**config.mk**
```make
export PLATFORM = sky130hd
export DESIGN_NAME = hvt_merge
export DESIGN_NICKNAME = d
export VERILOG_FILES = /design/src/rtl/homogeneous_vertex_transform_defines.svh /design/src/rtl/hvt_pkg.sv /design/src/rtl/hvt_merge.sv
export SDC_FILE = /design/constraint.sdc
export NUM_CORES = 1
export LEC_CHECK = 0
export BUFFER_PORTS_ARGS = -buffer_cell sky130_fd_sc_hd__buf_2
export CORE_AREA = 2 2 154 156
export CTS_CLUSTER_DIAMETER = 120
export DETAILED_ROUTE_END_ITERATION = 10
export DIE_AREA = 0 0 156 158
export PLACE_DENSITY_LB_ADDON = 0.2
export SETUP_SLACK_MARGIN = 0.15
export SLEW_MARGIN = 20
export SYNTH_ARGS = -nofsm -noshare
export SYNTH_HDL_FRONTEND = slang
export SYNTH_SLANG_ARGS = --single-unit
export TNS_END_PERCENT = 20
```
**constraint.sdc**
```tcl
create_clock -name clk -period 2.7 [get_ports clk]
set_input_delay 0.54 -clock clk [delete_from_list [all_inputs] [get_ports clk]]
set_output_delay 0.54 -clock clk [all_outputs]
set_load 0.05 [all_outputs]
```
**src/rtl/homogeneous_vertex_transform_defines.svh**
```systemverilog
// Assertion macros for the homogeneous vertex transform RTL
`ifndef HOMOGENEOUS_VERTEX_TRANSFORM_DEFINES_SVH
`define HOMOGENEOUS_VERTEX_TRANSFORM_DEFINES_SVH

`ifndef SYNTHESIS
// same-cycle implication, sampled on clk, off during rst
`define HVT_ASSERT_IMP(lbl, ante, cons, msg) \
  lbl: assert property (@(posedge clk) disable iff (rst) (ante) |-> (cons)) else $error(msg);
// next-cycle implication, sampled on clk, off during rst
`define HVT_ASSERT_NXT(lbl, ante, cons, msg) \
  lbl: assert property (@(posedge clk) disable iff (rst) (ante) |=> (cons)) else $error(msg);
`else
`define HVT_ASSERT_IMP(lbl, ante, cons, msg)
`define HVT_ASSERT_NXT(lbl, ante, cons, msg)
`endif

`endif

```
**src/rtl/hvt_pkg.sv**
```systemverilog
// Shared types, constants and helpers for the homogeneous vertex transform
`default_nettype none

package hvt_pkg;

  // fixed-point format: signed Q(31-FRAC_BITS).FRAC_BITS
  localparam int FRAC_BITS = 16;
  localparam int ELEM_W    = 32;
  localparam int PROD_W    = 2 * ELEM_W;
  localparam int PAIR_W    = PROD_W + 1;
  localparam int SUM_W     = PROD_W + 2;

  localparam logic [ELEM_W-1:0] ONE_Q = ELEM_W'(64'd1 << FRAC_BITS);

  // command codes carried in tuser
  typedef enum logic [2:0] {
    CMD_WRITE = 3'd0,
    CMD_IDENT = 3'd1,
    CMD_POINT = 3'd2,
    CMD_MIXED = 3'd3,
    CMD_DIR   = 3'd4
  } cmd_t;

  typedef logic [3:0][ELEM_W-1:0] vec_t;   // four Q values, index 0 lowest
  typedef vec_t [3:0]             mat_t;   // row-major, mat[row][col]
  typedef logic [3:0][SUM_W-1:0]  sums_t;  // full-precision dot products

  // per-stage advance strobes shared by all lanes
  typedef struct packed {
    logic en1;
    logic en2;
    logic en3;
  } pipe_ctrl_t;

  function automatic mat_t identity_mat();
    mat_t m;
    for (int r = 0; r < 4; r++) begin
      for (int c = 0; c < 4; c++) begin
        m[r][c] = (r == c) ? ONE_Q : '0;
      end
    end
    return m;
  endfunction

  localparam mat_t IDENTITY_M = identity_mat();

endpackage

`default_nettype wire

```
**src/rtl/hvt_merge.sv**
```systemverilog
// Merge stage: scale, saturate all four lanes and combine the clamp flags
`default_nettype none

module hvt_merge
  import hvt_pkg::*;
(
  input  logic  clk,
  input  logic  load,       // take new lane sums
  input  sums_t sums,
  output vec_t  result,
  output logic  saturated
);

  vec_t       res_next;
  logic [3:0] clamp;

  // floor shift by FRAC_BITS, then clamp to signed 32 bits
  always_comb begin
    logic signed [SUM_W-1:0]  shifted;
    logic [SUM_W-ELEM_W:0]    hi;
    for (int k = 0; k < 4; k++) begin
      shifted = $signed(sums[k]) >>> FRAC_BITS;
      hi      = shifted[SUM_W-1:ELEM_W-1];
      clamp[k] = !((&hi) || !(|hi));
      if (!clamp[k]) begin
        res_next[k] = shifted[ELEM_W-1:0];
      end else if (shifted[SUM_W-1]) begin
        res_next[k] = {1'b1, {(ELEM_W-1){1'b0}}};
      end else begin
        res_next[k] = {1'b0, {(ELEM_W-1){1'b1}}};
      end
    end
  end

  // output register
  always_ff @(posedge clk) begin
    if (load) begin
      result    <= res_next;
      saturated <= |clamp;
    end
  end

endmodule

`default_nettype wire

```
==> summary.md, run 1 <==
| Metric | Value |
|---|---|
| Total GRT Usage | 12.13% |
| RSZ-0062 raised after global routing | false |
| Family with the most delay on the worst path | simple AND/OR/NAND/NOR gates |
| Hold wc startpoint | sums[131] |
| Largest net degree at the start of global routing | 48 |
| Area grow syn2layout | 46.03% |
| Final Max Slew Viols | 0 |
| Core ar. | 0.02305 sq mm |
| Die width | about 160 um |
| PD cells | 729.4 mW/mm^2 |
| Mapped Nets | 608 |
| GPL Wtd Cong | 0.8108 |
| Residual DRC count | 0 |
| Register area share after synthesis | 69.05% |
| Placed cell area | 0.007552 sq mm |
| Post-CTS setup buffers | 0 |
| CP startpoint kind | input pin |
| Max clock buf depth | 2 |
| Clk sinks | 129 |
| Crit. path cell count | 7 |
| Routed Wire Length | 15510 um |
| TritonCTS clock tree | built |
| H-tree Lvls | 4 |
| Data required time of the worst path | 2.98 ns |
| Switching Power | between 1.5 and 2 mW |
| Post-CTS Hold Buffers | 0 |
| Synth warn | 0 |
| Iteration-0 DRC Markers | 198 |
| Achievable frequency | 0.5202 GHz |
| Crit. End Element | flip-flop |
| Initial antenna violation count | 0 |
| Status | finished, final reports clean |
| Critical path class | input pin to flip-flop |
| Metal3 WL | 1388 um |
| Static Leak | approximately 3.8 nW |
| FILL cells | 2304 |
| Post_cts resized | 0 |
| # rows | 56 |
| Pre-CTS setup slack | 0.3091 ns |
| Post-Route Setup TNS | 0 ns |
| Logic pwr share | 17.8% |
| Crit path cell chain | buf_2 > nor4_1 > nand4_1 > nor4_2 > a31o_2 > buf_4 > a21o_2 |
| Syn_area_per_cell | 16.40 sq um |
| First-pass GRT wire length | 22960 um |
| Max-cap check violation count | 0 |
| Mapped Area | 0.005610 sq mm |
| Fin cells | between 900 and 1000 |
| Layout cells sized above 1 | ~68% |
| Slowest stage delay, CP | approximately 0.37 ns |
| DP HPWL | 11560 um |
| Design Area, Final | 0.008193 sq mm |
| Clk slew on worst S/H paths | 0.05 ns |
| IO Count | 395 |
| Final WS setup | roughly 0.8 ns |
| Port bufs | 330 |
| Worst Path Buf+Inv | 2 |
| Gr ovfl total | 0 |
| CP max FO | 15 |
| Cell variety after synth | 16 |
| Final min period | 1.922 ns |
| Setup Viol. Count Final | 0 |
| Worst hold path type | input pin to flip-flop |
| Starting Density | about a quarter |
| Final Util | 35.54% |
| N_diodes | 0 |
| Least-Margin Pin Slew | 0.7955 ns |
| Post-placement cell count | approximately 950 |
| Routed via count | 4339 |
| CP Data Arrival Time | 2.21 ns |
| Sw Share | between 20% and 30% |
| Final net count | 942 |
| Seq cells post-synth | 129 |
| Seq pwr share | 40.4% |
| Root Buffer | clkbuf_16 |
| Part of the power in the clock network | 41.8% |
| Crit share post-route | around 70% |
| Slowest library cell on the worst path | a31o_2 |
| Antenna-violating nets left | 0 |
| DR pass1 iterations | 4 |
| Met2 wire length | ~7900 um |
| Die height | 158 um |
| Number of global-route vias before repair | roughly 4500 |
| Highest Signal Layer | met4 |
| Wirelength per Cell | 15.85 um |
| Final Hold Vio Count | 0 |
| TritonCTS buffer count | 17 |
| Int Power | 4.301 mW |
| WHS Endpoint | result[63]$_DFFE_PP_ |
| VDD IR-drop max | roughly 0.41 mV |
| Synthesized instance count | around 340 |
| DIE AREA | 0.02465 sq mm |
| Rel. slew slack | 46.97% |
| Hold depth | 1 |
| Wl on met1 | 5963 um |
| DR vias/cell | between 4 and 5 |
==> power groups by stage <==
stage	Combinational, mW	Sequential (mW)	Clock, mW
floorplan	0.132	3.02	0
global placement	1.06	2.45	0
detailed placement	1.07	2.46	0
CTS	1.07	2.42	2.58
global route	1.11	2.43	2.65
finish	1.06	2.41	2.50
==> stage by stage <==
stage	hold WS (ns)	power (mW)
after CTS	0.3544	6.072
after floorplan	0.6525	3.152
after detailed placement	0.7970	3.529
final	0.3819	5.976
after global routing	0.3636	6.191
after global placement	0.8008	3.514
==> synthesized netlist by cell type <==
cell type / number / area (sq um)
a21o_1: 39 / 292.8
a21o_2: 85 / 744.5
a311oi_1: 1 / 8.760
a311oi_2: 3 / 45.04
a31o_2: 4 / 35.03
and3_1: 4 / 25.02
buf_2: 3 / 15.01
buf_4: 3 / 22.52
buf_6: 18 / 202.7
clkbuf_1: 1 / 3.750
dlygate4sd3_1: 3 / 30.03
edfxtp_1: 129 / 3874
nand4_1: 21 / 131.4
nor2_1: 8 / 30.03
nor4_1: 16 / 100.1
nor4_2: 4 / 50.05
==> layout by cell type (no fill, tap or decap), types with 3 or more instances in the layout <==
cell type	instances
nor2_1	8
a21o_2	85
a31o_2	4
buf_4	10
buf_12	4
nor4_1	16
nand4_1	21
buf_2	329
a311oi_4	4
clkbuf_16	17
nor4_2	4
bufinv_16	5
clkinv_4	4
a21o_1	39
clkinv_2	3
edfxtp_1	129
and3_1	4
==> sequential cells by signal, indices dropped and copies added (netlist names) <==
name / cells
result: 128
saturated: 1
==> routing by layer <==
layer  vias to the layer above  global-route usage, %
met5                         -                      0
met4                         0                  4.194
met3                        19                  4.845
met2                       191                  21.79
met1                      2088                  12.98
li1                       2041                      -
==> cells by family after synthesis <==
logic type | share of synthesized area [%]
DFF | 69.05
AOI/OAI and AO/OA | 20.07
and+or+nand+nor | 5.999
buffers and inverters | 4.884
==> final cells by class <==
cell class / count / area, sq um / area share (%)
clock buffers: 17 / 425.4 / 5.192
clock inverters: 14 / 215.2 / 2.627
multi-input cells: 185 / 1514 / 18.48
flip-flops and latches: 129 / 3874 / 47.28
well taps: 290 / 362.8 / 4.429
repair buffers: 343 / 1802 / 21.99
==> worst max-delay path by stage <==
stage	from	to	slack (ns)
after floorplan	sums[58]	result[21]$_DFFE_PP_	0.86
final	sums[54]	result[16]$_DFFE_PP_	0.78
after detailed placement	sums[54]	result[17]$_DFFE_PP_	0.31
after CTS	sums[54]	result[17]$_DFFE_PP_	0.75
after global placement	sums[131]	result[54]$_DFFE_PP_	0.39
after global routing	sums[124]	result[62]$_DFFE_PP_	0.66
Power figures use the tool's default switching activity.
==> run 2: changes to the inputs <==
--- a/config.mk
+++ b/config.mk
@@ -5,11 +5,12 @@
 export SDC_FILE = /design/constraint.sdc
 export NUM_CORES = 1
 export LEC_CHECK = 0
+export ABC_AREA = 1
 export BUFFER_PORTS_ARGS = -buffer_cell sky130_fd_sc_hd__buf_2
-export CORE_AREA = 2 2 154 156
+export CORE_AREA = 2 2 151 153
 export CTS_CLUSTER_DIAMETER = 120
 export DETAILED_ROUTE_END_ITERATION = 10
-export DIE_AREA = 0 0 156 158
+export DIE_AREA = 0 0 153 155
 export PLACE_DENSITY_LB_ADDON = 0.2
 export SETUP_SLACK_MARGIN = 0.15
 export SLEW_MARGIN = 20
==> constraint.sdc (replaced) <==
create_clock -name clk -period 1.9 [get_ports clk]
set_input_delay 0.38 -clock clk [delete_from_list [all_inputs] [get_ports clk]]
set_output_delay 0.38 -clock clk [all_outputs]
set_load 0.05 [all_outputs]
==> summary.md, run 2 <==
| Metric | Value |
|---|---|
| Status | finished, final reports clean |
| Clk sinks | between 100 and 150 |
| Area grow syn2layout | 44.99% |
| PD cells | slightly below 1000 mW/mm^2 |
| Pre-CTS setup slack | ~0.14 ns |
| DR vias/cell | between 4 and 5 |
| N_diodes | 0 |
| Reg with most FFs | result |
| Total GRT Usage | 13.66% |
| Die width | 153 um |
| Post-CTS Hold Buffers | 0 |
| Worst Path Buf+Inv | 1 |
| Design Area, Final | about 0.0083 sq mm |
| Hold slack final | roughly 0.19 ns |
| Post-CTS setup buffers | 0 |
| Cell variety after synth | 16 |
| Most common cell after layout, fill and taps aside | buf_2 |
| Register area share after synthesis | 67.69% |
| Largest net degree at the start of global routing | 40 |
| Worst hold path type | input pin to flip-flop |
| Seq pwr share | 42.0% |
| DIE AREA | 0.02372 sq mm |
| Data required time of the worst path | 1.52 ns |
| Placed cell area | about 0.0077 sq mm |
| Core ar. | 0.02223 sq mm |
| Switching Power | 2.453 mW |
| Mapped Area | 0.005723 sq mm |
| CP startpoint kind | flip-flop |
| Seq cells post-synth | 129 |
| Syn_area_per_cell | roughly 11 sq um |
| Clk slew on worst S/H paths | roughly 0.060 ns |
| Slowest library cell on the worst path | edfxtp_1 |
| DP HPWL | approximately 12000 um |
| DR pass1 iterations | 4 |
| CP max FO | 1 |
| Final Hold Vio Count | 0 |
| GPL Wtd Cong | 0.7622 |
| Post-Route Setup TNS | 0 ns |
| Int Power | 5.703 mW |
| Critical path class | flip-flop to primary output |
| Sw Share | 30.08% |
| Crit. End Element | primary output |
| # rows | 55 |
| Antenna-violating nets left | 0 |
| Initial antenna violation count | 0 |
| Iteration-0 DRC Markers | 281 |
| Post-synth top area cell | edfxtp_1 |
| Port bufs | 330 |
| Synthesized instance count | 542 |
| Top post-synthesis cells by count | 291 x nand2_1, 129 x edfxtp_1, 54 x nor2_1 |
| Synth warn | 0 |
| Number of global-route vias before repair | just under 5000 |
| Die height | 155 um |
| Top cells by area, synth | edfxtp_1 68%, nand2_1 19%, buf_6 4.1%, nor2_1 3.5%, nand4_1 0.87% |
| Max reg flops | 128 |
| Top cell type's share of synthesized area | 67.69% |
| Post-synth EDFFs | 129 |
| Slowest stage delay, CP | 0.34 ns |
| Root Buffer | clkbuf_16 |
| Rel. slew slack | 78.58% |
| Crit share post-route | between 70 and 80% |
| IO Count | 395 |
| Final Max Slew Viols | 0 |
| Mapped Nets | 808 |
| Max clock buf depth | 2 |
| Post-synth top flop | edfxtp_1 |
| Starting Density | 25.75% |
| Routed via count | 4889 |
| RSZ-0062 raised after global routing | false |
| Layout cells sized above 1 | 43.80% |
| Biggest regs | result (128), saturated (1) |
| Part of the power in the clock network | 39.7% |
| Least-Margin Pin Slew | 0.3213 ns |
| CP Data Arrival Time | ~1.0 ns |
| Post_cts resized | 0 |
| TritonCTS clock tree | built |
| Gr ovfl total | 0 |
| Crit path cell chain | buf_2 |
| Residual DRC count | 0 |
| Max-cap check violation count | 0 |
| Share of async-settable or async-resettable flops after synthesis | 0% |
| Setup Viol. Count Final | 0 |
| Final WS setup | 0.5027 ns |
| Static Leak | between 3 and 4 nW |
| Achievable frequency | 0.7157 GHz |
| Cell with the most instances after synthesis | nand2_1 |
| Final min period | ~1.4 ns |
| First-pass GRT wire length | roughly 25000 um |
| Family with the most delay on the worst path | flip-flops |
| Wirelength per Cell | 13.97 um |
| TritonCTS buffer count | 17 |
| Commonest cells after routing, fill and taps aside | 329 x buf_2, 291 x nand2_1, 129 x edfxtp_1 |
| H-tree Lvls | 4 |
| Final net count | 1148 |
| VDD IR-drop max | 0.5339 mV |
| Routed Wire Length | 16490 um |
| Logic pwr share | a little under a fifth |
run 2: cell count changes after synthesis, sizes merged, moves of 8 or more:
cell,previous run,this run
nand2,0,295
or2,0,8
nand3,0,9
nor4,20,0
nor2,8,56
nand4,21,8
a21o,124,0
run 2: stage by stage:
step,cells,utilization [%],power (mW)
2_1_floorplan,542,-,4.440
3_3_place_gp,1148,34.70,4.983
3_5_place_dp,1148,34.70,4.996
4_1_cts,1180,37.33,8.283
5_1_grt,1180,37.33,8.489
6_report,1180,37.33,8.156
run 2: routing by layer:
metal | vias to the layer above | wire (um) | track usage [%] | share of wire, %
met5 | - | 0 | 0 | 0
li1 | 2450 | - | - | -
met2 | 211 | 8350 | 23.98 | 51
met3 | 8 | 1442 | 5.265 | 8.7
met1 | 2220 | 6548 | 15.53 | 40
met4 | 0 | 143 | 3.924 | 0.87
run 2: path summary, 6_finish.rpt:
check / endpoint / from / slack [ns] / cells past startpoint
max: result[110] / result[110]$_DFFE_PP_ / 0.50 / 1
min: result[95]$_DFFE_PP_ / sums[197] / 0.19 / 1
run 2: cell type report:
cell class	instances	area, sq um
fillers	2328	13930
repair buffers	349	1913
clock inverters	15	160.2
multi-input cells	379	1546
clock buffers	17	425.4
well taps	285	356.6
flip-flops and latches	129	3874
inverters	6	22.52
run 2: cell families after synthesis:
kind of cell / count (synthesis) / synth area share [%]
buffers and inverters: 34 / 5.291
AND/OR/NAND/NOR: 379 / 27.02
flip-flops: 129 / 67.69
run 2: power groups by stage:
stage	clock (mW)	combinational [mW]	sequential [mW]
6_report	3.24	1.49	3.43
5_1_grt	3.47	1.57	3.45
4_1_cts	3.34	1.51	3.43
3_5_place_dp	0	1.51	3.49
3_3_place_gp	0	1.50	3.48
2_1_floorplan	0	0.149	4.29
